## src/hw/rtl/tpta_pkg.sv

```systemverilog
// Shared types, widths, codes and tables for the two-plane track angle block.
package tpta_pkg;

  localparam int CMD_W     = 2;
  localparam int POS_W     = 16;
  localparam int CFG_W     = 14;
  localparam int CFG_IDX_W = 1;
  localparam int SUM_W     = 37;
  localparam int MAX_EVENTS = 1048576;
  localparam int CNT_W     = $clog2(MAX_EVENTS + 1);
  localparam int MEAN_W    = 18;
  localparam int XC_W      = 19;
  localparam int OUT_XC_W  = 17;
  localparam int TERM_W    = 20;
  localparam int PROD_W    = 2 * TERM_W;
  localparam int SQSUM_W   = 36;
  localparam int ROOT_W    = 26;
  localparam int SQIN_W    = 2 * ROOT_W;
  localparam int KMAG_W    = 32;
  localparam int DIVD_W    = 42;
  localparam int DIVS_W    = 26;
  localparam int QUO_W     = 18;
  localparam int COR_W     = 38;
  localparam int ANG_W     = 16;
  localparam int COS_W     = 16;
  localparam int COR_STEPS = 15;
  localparam int TILT_Q15  = 23170;

  localparam logic [CFG_W-1:0] LATERAL_OFFSET_RST = CFG_W'(1088);
  localparam logic [CFG_W-1:0] PLANE_GAP_RST      = CFG_W'(2176);

  localparam logic [CMD_W-1:0] CMD_CLEAR   = 2'd0;
  localparam logic [CMD_W-1:0] CMD_ACCUM   = 2'd1;
  localparam logic [CMD_W-1:0] CMD_CORRECT = 2'd2;
  localparam logic [CMD_W-1:0] CMD_SPARE   = 2'd3;

  localparam logic [CFG_IDX_W-1:0] CFG_LATERAL_OFFSET = 1'b0;
  localparam logic [CFG_IDX_W-1:0] CFG_PLANE_GAP      = 1'b1;

  localparam logic [2:0] MUL_LAST = 3'd5;
  localparam logic [ANG_W-1:0] ANG_HALF = 16'h8000;

  typedef enum logic [3:0] {
    ST_IDLE,
    ST_MEAN_GO,
    ST_MEAN_WAIT,
    ST_CENTRE,
    ST_TERMS,
    ST_MUL,
    ST_ROOT_GO,
    ST_ROOT_WAIT,
    ST_COS_GO,
    ST_COS_WAIT,
    ST_FINISH
  } tpta_state_t;

  function automatic logic [ANG_W-1:0] atan_lut(input logic [3:0] i);
    logic [ANG_W-1:0] r;
    case (i)
      4'd0:    r = 16'd8192;
      4'd1:    r = 16'd4836;
      4'd2:    r = 16'd2555;
      4'd3:    r = 16'd1297;
      4'd4:    r = 16'd651;
      4'd5:    r = 16'd326;
      4'd6:    r = 16'd163;
      4'd7:    r = 16'd81;
      4'd8:    r = 16'd41;
      4'd9:    r = 16'd20;
      4'd10:   r = 16'd10;
      4'd11:   r = 16'd5;
      4'd12:   r = 16'd3;
      4'd13:   r = 16'd1;
      4'd14:   r = 16'd1;
      default: r = 16'd0;
    endcase
    return r;
  endfunction

  function automatic logic signed [OUT_XC_W-1:0] sat_xc(input logic signed [XC_W-1:0] v);
    logic signed [OUT_XC_W-1:0] r;
    if (v[XC_W-1:OUT_XC_W-1] == '0 || v[XC_W-1:OUT_XC_W-1] == '1) begin
      r = v[OUT_XC_W-1:0];
    end else if (v[XC_W-1]) begin
      r = {1'b1, {(OUT_XC_W-1){1'b0}}};
    end else begin
      r = {1'b0, {(OUT_XC_W-1){1'b1}}};
    end
    return r;
  endfunction

endpackage

```

## src/hw/rtl/tpta_if.sv

```systemverilog
// Valid/ready channels for hit beats and result beats.
interface tpta_hit_if;
  import tpta_pkg::*;
  logic                    valid;
  logic                    ready;
  logic [CMD_W-1:0]        command;
  logic signed [POS_W-1:0] x_first;
  logic signed [POS_W-1:0] y_first;
  logic signed [POS_W-1:0] x_second;
  logic signed [POS_W-1:0] y_second;
  modport source (output valid, command, x_first, y_first, x_second, y_second, input ready);
  modport sink (input valid, command, x_first, y_first, x_second, y_second, output ready);
endinterface

interface tpta_res_if;
  import tpta_pkg::*;
  logic                       valid;
  logic                       ready;
  logic signed [OUT_XC_W-1:0] x_first_centred;
  logic signed [OUT_XC_W-1:0] y_first_centred;
  logic signed [OUT_XC_W-1:0] x_second_centred;
  logic signed [OUT_XC_W-1:0] y_second_centred;
  logic signed [COS_W-1:0]    cos_polar;
  logic signed [ANG_W-1:0]    azimuth;
  logic                       empty_set;
  modport source (output valid, x_first_centred, y_first_centred, x_second_centred,
                  y_second_centred, cos_polar, azimuth, empty_set, input ready);
  modport sink (input valid, x_first_centred, y_first_centred, x_second_centred,
                y_second_centred, cos_polar, azimuth, empty_set, output ready);
endinterface

```

## src/hw/rtl/tpta_div.sv

```systemverilog
// Shared radix-2 restoring divider, one quotient bit per cycle.
module tpta_div (
  input  logic                          clk,
  input  logic                          rst,
  input  logic                          start,
  input  logic [tpta_pkg::DIVD_W-1:0]   dividend,
  input  logic [tpta_pkg::DIVS_W-1:0]   divisor,
  output logic                          busy,
  output logic [tpta_pkg::QUO_W-1:0]    quotient
);
  import tpta_pkg::*;

  localparam int DSH_W = DIVS_W + QUO_W - 1;

  logic [DIVD_W-1:0] rem;
  logic [DSH_W-1:0]  dsh;
  logic [4:0]        step;
  logic              ge;

  assign ge = DSH_W'(rem) >= dsh;

  always_ff @(posedge clk) begin
    if (rst) begin
      busy <= 1'b0;
      step <= '0;
    end else if (start) begin
      rem      <= dividend;
      dsh      <= {divisor, {(QUO_W-1){1'b0}}};
      quotient <= '0;
      step     <= '0;
      busy     <= 1'b1;
    end else if (busy) begin
      if (ge) begin
        rem <= rem - dsh[DIVD_W-1:0];
      end
      quotient <= {quotient[QUO_W-2:0], ge};
      dsh      <= dsh >> 1;
      step     <= step + 5'd1;
      if (step == 5'(QUO_W - 1)) begin
        busy <= 1'b0;
      end
    end
  end

endmodule

```

## src/hw/rtl/tpta_sqrt.sv

```systemverilog
// Digit-by-digit integer square root, two radicand bits per cycle.
module tpta_sqrt (
  input  logic                          clk,
  input  logic                          rst,
  input  logic                          start,
  input  logic [tpta_pkg::SQIN_W-1:0]   radicand,
  output logic                          busy,
  output logic [tpta_pkg::ROOT_W-1:0]   root
);
  import tpta_pkg::*;

  localparam int REM_W = ROOT_W + 2;

  logic [REM_W-1:0]  rem;
  logic [SQIN_W-1:0] nsh;
  logic [4:0]        step;
  logic [REM_W-1:0]  rem2;
  logic [REM_W-1:0]  trial;

  assign rem2  = {rem[REM_W-3:0], nsh[SQIN_W-1:SQIN_W-2]};
  assign trial = {root, 2'b01};

  always_ff @(posedge clk) begin
    if (rst) begin
      busy <= 1'b0;
      step <= '0;
    end else if (start) begin
      rem  <= '0;
      root <= '0;
      nsh  <= radicand;
      step <= '0;
      busy <= 1'b1;
    end else if (busy) begin
      if (rem2 >= trial) begin
        rem  <= rem2 - trial;
        root <= {root[ROOT_W-2:0], 1'b1};
      end else begin
        rem  <= rem2;
        root <= {root[ROOT_W-2:0], 1'b0};
      end
      nsh  <= nsh << 2;
      step <= step + 5'd1;
      if (step == 5'(ROOT_W - 1)) begin
        busy <= 1'b0;
      end
    end
  end

endmodule

```

## src/hw/rtl/tpta_cordic.sv

```systemverilog
// Vectoring CORDIC for the azimuth, one micro-rotation per cycle.
module tpta_cordic (
  input  logic                              clk,
  input  logic                              rst,
  input  logic                              start,
  input  logic signed [tpta_pkg::COR_W-1:0] x0,
  input  logic signed [tpta_pkg::COR_W-1:0] y0,
  output logic                              busy,
  output logic [tpta_pkg::ANG_W-1:0]        angle
);
  import tpta_pkg::*;

  logic signed [COR_W-1:0] x;
  logic signed [COR_W-1:0] y;
  logic signed [COR_W-1:0] xs;
  logic signed [COR_W-1:0] ys;
  logic [3:0]              step;

  assign xs = x >>> step;
  assign ys = y >>> step;

  always_ff @(posedge clk) begin
    if (rst) begin
      busy <= 1'b0;
      step <= '0;
    end else if (start) begin
      step <= '0;
      if (x0 == '0 && y0 == '0) begin
        angle <= '0;
        busy  <= 1'b0;
      end else if (x0 < 0) begin
        x     <= -x0;
        y     <= -y0;
        angle <= ANG_HALF;
        busy  <= 1'b1;
      end else begin
        x     <= x0;
        y     <= y0;
        angle <= '0;
        busy  <= 1'b1;
      end
    end else if (busy) begin
      if (!y[COR_W-1]) begin
        x     <= x + ys;
        y     <= y - xs;
        angle <= angle + atan_lut(step);
      end else begin
        x     <= x - ys;
        y     <= y + xs;
        angle <= angle - atan_lut(step);
      end
      step <= step + 4'd1;
      if (step == 4'(COR_STEPS - 1)) begin
        busy <= 1'b0;
      end
    end
  end

endmodule

```

## src/hw/rtl/two_plane_track_angle.sv

```systemverilog
// Track angle from two-plane hits: running means, centring, cosine and azimuth.
// A correct beat runs four mean quotients on the shared divider (skipped when no
// events are held), then the 26-step root, then one cosine quotient; CORDIC overlaps the root.
// One beat is in work at a time; the result waits in an output register.
// Synchronous reset restores register defaults and clears the sums and count.
module two_plane_track_angle (
  input  logic                             clk,
  input  logic                             rst,
  input  logic                             cfg_we,
  input  logic [tpta_pkg::CFG_IDX_W-1:0]   cfg_index,
  input  logic [tpta_pkg::CFG_W-1:0]       cfg_data,
  tpta_hit_if.sink                         hits,
  tpta_res_if.source                       result
);
  import tpta_pkg::*;

  tpta_state_t state, state_next;

  logic [CFG_W-1:0]         lateral_offset;
  logic [CFG_W-1:0]         plane_gap;
  logic signed [SUM_W-1:0]  sums [4];
  logic [CNT_W-1:0]         event_count;
  logic signed [POS_W-1:0]  pos [4];
  logic signed [MEAN_W-1:0] mean [4];
  logic signed [XC_W-1:0]   xc [4];
  logic [1:0]               idx;
  logic [2:0]               mstep;
  logic signed [TERM_W-1:0] a_t;
  logic signed [TERM_W-1:0] v_t;
  logic signed [TERM_W-1:0] s_t;
  logic signed [TERM_W-1:0] gma_t;
  logic signed [PROD_W-1:0] prod;
  logic [SQSUM_W-1:0]       sumsq;
  logic [KMAG_W-1:0]        kmag;
  logic signed [COR_W-1:0]  cx0;
  logic                     out_valid;

  logic                     div_start, sq_start, cor_start;
  logic                     div_busy, sq_busy, cor_busy;
  logic [DIVD_W-1:0]        div_dividend;
  logic [DIVS_W-1:0]        div_divisor;
  logic [QUO_W-1:0]         quotient;
  logic [ROOT_W-1:0]        root;
  logic [ANG_W-1:0]         angle;

  logic signed [SUM_W-1:0]  sum_sel;
  logic [SUM_W-2:0]         sum_mag;
  logic signed [TERM_W-1:0] a_c;
  logic signed [TERM_W-1:0] gap_t;
  logic signed [TERM_W-1:0] s_abs;
  logic signed [TERM_W-1:0] opa, opb;
  logic signed [MEAN_W-1:0] q_mean;
  logic signed [COS_W-1:0]  cos_val;
  logic signed [COR_W-1:0]  cy0;

  assign hits.ready = (state == ST_IDLE);

  assign sum_sel = sums[idx];
  assign sum_mag = sum_sel[SUM_W-1] ? (SUM_W-1)'(-sum_sel) : sum_sel[SUM_W-2:0];
  assign q_mean  = $signed({1'b0, quotient[MEAN_W-2:0]});
  assign gap_t   = $signed(TERM_W'(plane_gap));
  assign a_c     = TERM_W'(xc[0]) - TERM_W'(xc[2]) + gap_t;
  assign s_abs   = s_t[TERM_W-1] ? -s_t : s_t;
  assign cy0     = COR_W'(v_t) <<< 15;

  always_comb begin
    if (state == ST_COS_GO) begin
      div_dividend = DIVD_W'({kmag, 8'b0}) + DIVD_W'(root >> 1);
      div_divisor  = root;
    end else begin
      div_dividend = DIVD_W'(sum_mag) + DIVD_W'(event_count >> 1);
      div_divisor  = DIVS_W'(event_count);
    end
  end

  always_comb begin
    case (mstep)
      3'd0:    begin opa = a_t;   opb = a_t;   end
      3'd1:    begin opa = v_t;   opb = v_t;   end
      3'd2:    begin opa = gap_t; opb = gap_t; end
      3'd3:    begin opa = s_abs; opb = TERM_W'(TILT_Q15); end
      default: begin opa = gma_t; opb = TERM_W'(TILT_Q15); end
    endcase
  end

  always_comb begin
    if (root == '0) begin
      cos_val = '0;
    end else if (s_t[TERM_W-1]) begin
      cos_val = (quotient > QUO_W'(32768)) ? COS_W'(-32768) : COS_W'(-$signed({1'b0, quotient}));
    end else begin
      cos_val = (quotient > QUO_W'(32767)) ? COS_W'(32767) : COS_W'(quotient);
    end
  end

  tpta_div u_div (
    .clk      (clk),
    .rst      (rst),
    .start    (div_start),
    .dividend (div_dividend),
    .divisor  (div_divisor),
    .busy     (div_busy),
    .quotient (quotient)
  );

  tpta_sqrt u_sqrt (
    .clk      (clk),
    .rst      (rst),
    .start    (sq_start),
    .radicand ({sumsq, 16'b0}),
    .busy     (sq_busy),
    .root     (root)
  );

  tpta_cordic u_cordic (
    .clk   (clk),
    .rst   (rst),
    .start (cor_start),
    .x0    (cx0),
    .y0    (cy0),
    .busy  (cor_busy),
    .angle (angle)
  );

  always_ff @(posedge clk) begin
    if (rst) begin
      state <= ST_IDLE;
    end else begin
      state <= state_next;
    end
  end

  always_comb begin
    state_next = state;
    div_start  = 1'b0;
    sq_start   = 1'b0;
    cor_start  = 1'b0;
    unique case (state)
      ST_IDLE: begin
        if (hits.valid && hits.command == CMD_CORRECT) begin
          state_next = (event_count == '0) ? ST_CENTRE : ST_MEAN_GO;
        end
      end
      ST_MEAN_GO: begin
        div_start  = 1'b1;
        state_next = ST_MEAN_WAIT;
      end
      ST_MEAN_WAIT: begin
        if (!div_busy) begin
          state_next = (idx == 2'd3) ? ST_CENTRE : ST_MEAN_GO;
        end
      end
      ST_CENTRE: state_next = ST_TERMS;
      ST_TERMS:  state_next = ST_MUL;
      ST_MUL: begin
        if (mstep == MUL_LAST) begin
          state_next = ST_ROOT_GO;
        end
      end
      ST_ROOT_GO: begin
        sq_start   = 1'b1;
        cor_start  = 1'b1;
        state_next = ST_ROOT_WAIT;
      end
      ST_ROOT_WAIT: begin
        if (!sq_busy) begin
          state_next = ST_COS_GO;
        end
      end
      ST_COS_GO: begin
        div_start  = 1'b1;
        state_next = ST_COS_WAIT;
      end
      ST_COS_WAIT: begin
        if (!div_busy && !cor_busy) begin
          state_next = ST_FINISH;
        end
      end
      ST_FINISH: begin
        if (!out_valid || result.ready) begin
          state_next = ST_IDLE;
        end
      end
      default: state_next = ST_IDLE;
    endcase
  end

  always_ff @(posedge clk) begin
    if (rst) begin
      lateral_offset <= LATERAL_OFFSET_RST;
      plane_gap      <= PLANE_GAP_RST;
      for (int i = 0; i < 4; i++) begin
        sums[i] <= '0;
      end
      event_count <= '0;
      out_valid   <= 1'b0;
      idx         <= '0;
      mstep       <= '0;
    end else begin
      if (cfg_we) begin
        unique case (cfg_index)
          CFG_LATERAL_OFFSET: lateral_offset <= cfg_data;
          CFG_PLANE_GAP:      plane_gap      <= cfg_data;
          default: ;
        endcase
      end
      if (state == ST_FINISH && (!out_valid || result.ready)) begin
        out_valid <= 1'b1;
      end else if (result.ready) begin
        out_valid <= 1'b0;
      end
      case (state)
        ST_IDLE: begin
          if (hits.valid) begin
            unique case (hits.command)
              CMD_CLEAR: begin
                for (int i = 0; i < 4; i++) begin
                  sums[i] <= '0;
                end
                event_count <= '0;
              end
              CMD_ACCUM: begin
                if (event_count < CNT_W'(MAX_EVENTS)) begin
                  sums[0]     <= sums[0] + SUM_W'(hits.x_first);
                  sums[1]     <= sums[1] + SUM_W'(hits.y_first);
                  sums[2]     <= sums[2] + SUM_W'(hits.x_second);
                  sums[3]     <= sums[3] + SUM_W'(hits.y_second);
                  event_count <= event_count + CNT_W'(1);
                end
              end
              CMD_CORRECT: begin
                pos[0] <= hits.x_first;
                pos[1] <= hits.y_first;
                pos[2] <= hits.x_second;
                pos[3] <= hits.y_second;
                for (int i = 0; i < 4; i++) begin
                  mean[i] <= '0;
                end
                idx <= '0;
              end
              default: ;
            endcase
          end
        end
        ST_MEAN_WAIT: begin
          if (!div_busy) begin
            mean[idx] <= sum_sel[SUM_W-1] ? -q_mean : q_mean;
            idx       <= idx + 2'd1;
          end
        end
        ST_CENTRE: begin
          xc[0] <= XC_W'(pos[0]) - XC_W'(mean[0]) - $signed(XC_W'(lateral_offset));
          xc[1] <= XC_W'(pos[1]) - XC_W'(mean[1]);
          xc[2] <= XC_W'(pos[2]) - XC_W'(mean[2]) + $signed(XC_W'(lateral_offset));
          xc[3] <= XC_W'(pos[3]) - XC_W'(mean[3]);
          mstep <= '0;
        end
        ST_TERMS: begin
          a_t   <= a_c;
          v_t   <= TERM_W'(xc[3]) - TERM_W'(xc[1]);
          s_t   <= a_c + gap_t;
          gma_t <= gap_t - a_c;
        end
        ST_MUL: begin
          prod  <= opa * opb;
          mstep <= mstep + 3'd1;
          case (mstep)
            3'd1:    sumsq <= prod[SQSUM_W-1:0];
            3'd2,
            3'd3:    sumsq <= sumsq + prod[SQSUM_W-1:0];
            3'd4:    kmag  <= prod[KMAG_W-1:0];
            3'd5:    cx0   <= COR_W'(prod);
            default: ;
          endcase
        end
        ST_FINISH: begin
          if (!out_valid || result.ready) begin
            result.x_first_centred  <= sat_xc(xc[0]);
            result.y_first_centred  <= sat_xc(xc[1]);
            result.x_second_centred <= sat_xc(xc[2]);
            result.y_second_centred <= sat_xc(xc[3]);
            result.cos_polar        <= cos_val;
            result.azimuth          <= angle;
            result.empty_set        <= (event_count == '0);
          end
        end
        default: ;
      endcase
    end
  end

  assign result.valid = out_valid;

  a_count_bound: assert property (@(posedge clk) disable iff (rst)
    event_count <= CNT_W'(MAX_EVENTS))
    else $error("event count beyond limit");

  a_units_quiet: assert property (@(posedge clk) disable iff (rst)
    state == ST_IDLE |-> !div_busy && !sq_busy && !cor_busy)
    else $error("arithmetic unit busy while idle");

  a_result_source: assert property (@(posedge clk) disable iff (rst)
    $rose(out_valid) |-> $past(state) == ST_FINISH)
    else $error("result raised outside finish");

  a_sums_hold: assert property (@(posedge clk) disable iff (rst)
    state != ST_IDLE |=> $stable(event_count))
    else $error("count changed during correction");

endmodule

```

## src/flat_wrapper.sv

```systemverilog
// flat-port wrapper written by rule: the top's interface ports become plain ports
module two_plane_track_angle_flat import tpta_pkg::*;
  (clk, rst, cfg_we, cfg_index, cfg_data, hits_valid, hits_command, hits_x_first, hits_y_first, hits_x_second, hits_y_second, hits_ready, result_valid, result_x_first_centred, result_y_first_centred, result_x_second_centred, result_y_second_centred, result_cos_polar, result_azimuth, result_empty_set, result_ready);
  tpta_hit_if hits_i ();
  tpta_res_if result_i ();
  input  logic clk;
  input  logic rst;
  input  logic cfg_we;
  input  logic [tpta_pkg::CFG_IDX_W-1:0] cfg_index;
  input  logic [tpta_pkg::CFG_W-1:0] cfg_data;
  input wire logic [$bits(hits_i.valid)-1:0] hits_valid;
  input wire logic [$bits(hits_i.command)-1:0] hits_command;
  input wire logic [$bits(hits_i.x_first)-1:0] hits_x_first;
  input wire logic [$bits(hits_i.y_first)-1:0] hits_y_first;
  input wire logic [$bits(hits_i.x_second)-1:0] hits_x_second;
  input wire logic [$bits(hits_i.y_second)-1:0] hits_y_second;
  output wire logic [$bits(hits_i.ready)-1:0] hits_ready;
  output wire logic [$bits(result_i.valid)-1:0] result_valid;
  output wire logic [$bits(result_i.x_first_centred)-1:0] result_x_first_centred;
  output wire logic [$bits(result_i.y_first_centred)-1:0] result_y_first_centred;
  output wire logic [$bits(result_i.x_second_centred)-1:0] result_x_second_centred;
  output wire logic [$bits(result_i.y_second_centred)-1:0] result_y_second_centred;
  output wire logic [$bits(result_i.cos_polar)-1:0] result_cos_polar;
  output wire logic [$bits(result_i.azimuth)-1:0] result_azimuth;
  output wire logic [$bits(result_i.empty_set)-1:0] result_empty_set;
  input wire logic [$bits(result_i.ready)-1:0] result_ready;
  assign hits_i.valid = hits_valid;
  assign hits_i.command = hits_command;
  assign hits_i.x_first = hits_x_first;
  assign hits_i.y_first = hits_y_first;
  assign hits_i.x_second = hits_x_second;
  assign hits_i.y_second = hits_y_second;
  assign hits_ready = hits_i.ready;
  assign result_valid = result_i.valid;
  assign result_x_first_centred = result_i.x_first_centred;
  assign result_y_first_centred = result_i.y_first_centred;
  assign result_x_second_centred = result_i.x_second_centred;
  assign result_y_second_centred = result_i.y_second_centred;
  assign result_cos_polar = result_i.cos_polar;
  assign result_azimuth = result_i.azimuth;
  assign result_empty_set = result_i.empty_set;
  assign result_i.ready = result_ready;
  two_plane_track_angle u_core (.clk(clk), .rst(rst), .cfg_we(cfg_we), .cfg_index(cfg_index), .cfg_data(cfg_data), .hits(hits_i), .result(result_i));
endmodule
```

## config.mk

```make
export PLATFORM = sky130hd
export DESIGN_NAME = two_plane_track_angle_flat
export DESIGN_NICKNAME = d
export VERILOG_FILES = /design/src/hw/rtl/tpta_pkg.sv /design/src/hw/rtl/tpta_if.sv /design/src/hw/rtl/tpta_div.sv /design/src/hw/rtl/tpta_sqrt.sv /design/src/hw/rtl/tpta_cordic.sv /design/src/hw/rtl/two_plane_track_angle.sv /design/src/flat_wrapper.sv
export SDC_FILE = /design/constraint.sdc
export NUM_CORES = 2
export LEC_CHECK = 0
export ABC_AREA = 1
export BUFFER_PORTS_ARGS = -buffer_cell sky130_fd_sc_hd__buf_2
export CAP_MARGIN = 20
export CORE_UTILIZATION = 60
export DETAILED_ROUTE_END_ITERATION = 6
export PLACE_DENSITY = 0.88
export SYNTH_ARGS = -nofsm -noshare
export SYNTH_HDL_FRONTEND = slang
export SYNTH_SLANG_ARGS = --single-unit
```

## constraint.sdc

```tcl
create_clock -name clk -period 12.7 [get_ports clk]
set_input_delay 2.54 -clock clk [delete_from_list [all_inputs] [get_ports clk]]
set_output_delay 2.54 -clock clk [all_outputs]
set_load 0.05 [all_outputs]
```

==> qor.csv <==
metric;value;unit
outcome;finished, violations left;
violations;design-rule violations;
seq_area_frac_synth;0.3356;
crit_top_cell;inv_1;
cts_hold_buffers;0;
tns;0;ps
vdd_drop_max;983.1;uV
cts_max_path_buffers;3;
cts_resized;0;
wl_per_cell;23.18;um
final_nets;12690;
crit_fanout;17;
die-area;153100;um2
drv_slew;0;
multi_input_area;52590;um2
synth_area_leaders;edfxtp_1, fa_1, nand2_1;
worst_setup_path_end_kind;register;
clock_skew;101.4;ps
cts_tree;yes;
cts_made_buffers;116;
p_leak;0.04449;uW
fin_crit_sh;0.8201;
fillCellCount;12510;
synthArstFlopShare;0;
crit_arrival;10890;ps
cp_slowest_cell;o22ai_1;
critPathMaxStageDelay;860;ps
tightest_slew;1178;ps
io_buffer_count;188;
synth_seq_cells;1059;
ant_nets;0;
drive_gt1_frac;0.05604;
fin_area;98190;um2
worstSkewPairLatency;830;ps
ys_warn_count;0;
setup_viol;0;
drt_iter0_drc;8728;
io_pins;189;
synth_common_cells;nand2_1, inv_1, nor2_1;
synth.distinct_cells;75;
antenna_found_initial;21;
post_drt_via_cell_ratio;6.049;
required;13180;ps
power.share.combinational;0.636;
power_frac_seq;0.207;
start_util;0.6055;
rows;142;
design_power_total;23780;uW
drt_wl_total;315.3;mm
route.detailed.drc;2;
drt-pass1-iter-count;7;
rsz0062_at_grt;false;
synth_flop_cell;edfxtp_1;
synth_top_area_cell;edfxtp_1;
maxCapViolCount;0;
grt_usage;0.4092;
dp.final_hpwl;249.6;mm
grt_pass1_vias;80030;
power_switching;11660;uW
path_clk_slew;70;ps
avgSynthCellArea;7.999;um2
hp-class;reg -> reg;
grt_pass1_wl;474.4;mm
syn_inst;11370;
grt_overflow_total;0;
internal-power;12120;uW
die_height;391.2;um
cts-htree-levels;3;
dpl-instance-area;93960;um2
yosysMostFrequentCell;nand2_1;
syn2layout_area_growth;8.011;%
grt_max_degree;90;
synth_fp_nets;12580;
slew_headroom;0.2094;
synth_top_area_frac;0.3072;
vias;82280;
cts.sinks;1059;
cp-start-kind;register;
chipWidth;391.2;um
cts_setup_buffers;0;
switching_share;0.4904;
crit_type;reg -> reg;
fmax;96.02;MHz
fin_crit;10410;ps
power.density;242.1;nW/um2
pwr-share-clk;0.157;
clock-root-buffer;clkbuf_16;
place_congestion;1.028;
seq_area;30520;um2
syn_area;90900;um2
synth-edff-count;930;
core_area;150100;um2
hold_violations;0;
worst paths after layout:
| path | start | end | slack (ps) | cells past startpoint |
|---|---|---|---|---|
| worst min-delay path | u_core.prod[37] | u_core.cx0[37] | 440 | 0 |
| worst min register to register | u_core.prod[37] | u_core.cx0[37] | 440 | 0 |
| worst max register to register | u_core.mstep[1] | u_core.prod[35] | 2290 | 36 |
| worst max-delay path | u_core.mstep[1] | u_core.prod[35] | 2290 | 36 |
layout by cell type, fill, tap and decap left out, types with 114 or more instances in the layout:
cell	Yosys	routed
nand2_1	2308	2307
inv_1	1754	1751
nor2_1	1075	1066
a21oi_1	1033	1030
edfxtp_1	930	930
o21ai_0	762	760
ha_1	662	662
fa_1	462	462
nand3_1	457	457
xor2_1	274	274
buf_2	45	188
o21ai_1	141	143
xnor2_1	134	134
dfxtp_1	129	124
clkbuf_16	0	120
nor3_1	120	114
per-layer routing:
metal | track usage | share of wire | up-vias
met5 | 0 | 0.00064 | -
li1 | - | - | 38040
met4 | 0.2357 | 0.066 | 24
met2 | 0.6544 | 0.45 | 4346
met3 | 0.08641 | 0.10 | 957
met1 | 0.5137 | 0.38 | 38920
final cells by class:
class | instances | share of cell area
well taps | 2016 | 0.02569
clock inverters | 74 | 0.01018
diodes | 6 | 0.0001529
flip-flops and latches | 1059 | 0.3108
repair buffers | 279 | 0.01674
inverters | 1785 | 0.06828
clock buffers | 147 | 0.03253
multi-input cells | 8237 | 0.5356
flip-flops by register name, summed over array words and instances, names as in the netlist, 42 cells and up, named ones only:
signal / flops
u_core.u_div.rem: 42
u_core.sums: 148
u_core.u_div.dsh: 43
u_core.pos: 64
u_core.mean: 72
u_core.xc: 76
stage by stage:
| stage | hold WS, ps | util | setup slack [ps] | cells |
|---|---|---|---|---|
| after floorplan | 400.3 | - | 2192 | 11370 |
| after global placement | 436.0 | 0.6257 | 2939 | 13370 |
| after detailed placement | 449.3 | 0.6258 | 2637 | 13370 |
| after CTS | 420.8 | 0.6538 | 2554 | 13600 |
| after global routing | 421.0 | 0.6540 | 1689 | 13600 |
| final | 436.2 | 0.6540 | 2285 | 13600 |
logic make-up (layout without fill, tap and decap cells):
logic type,count (synthesis),after routing,synth area share
simple gates,4221,4221,0.1907
compound gates,2429,2429,0.1478
xor+xnor,409,409,0.03949
fa+ha+maj,1124,1124,0.1929
other cells,0,6,0
flops,1059,1059,0.3356
mux,54,54,0.005946
buf+inv,2069,2285,0.08754
power by group through the flow:
stage | Clock [uW] | Sequential [uW] | Combinational (uW)
2_1_floorplan | 0 | 4910 | 10400
3_3_place_gp | 0 | 4980 | 14400
3_5_place_dp | 0 | 4980 | 14700
4_1_cts | 3730 | 4910 | 14800
5_1_grt | 3840 | 4940 | 16700
6_report | 3720 | 4920 | 15100
critical path, delay by kind of cell, from the launching register on:
kind,cells,cell delay (ps)
AOI/OAI and AO/OA,6,1790
xor gates and xnor gates,1,140
adders and majority gates,9,4200
buffers and inverters,12,2240
DFF,1,340
and+or+nand+nor,8,1430
No activity file was read; power rests on OpenSTA's default activity.
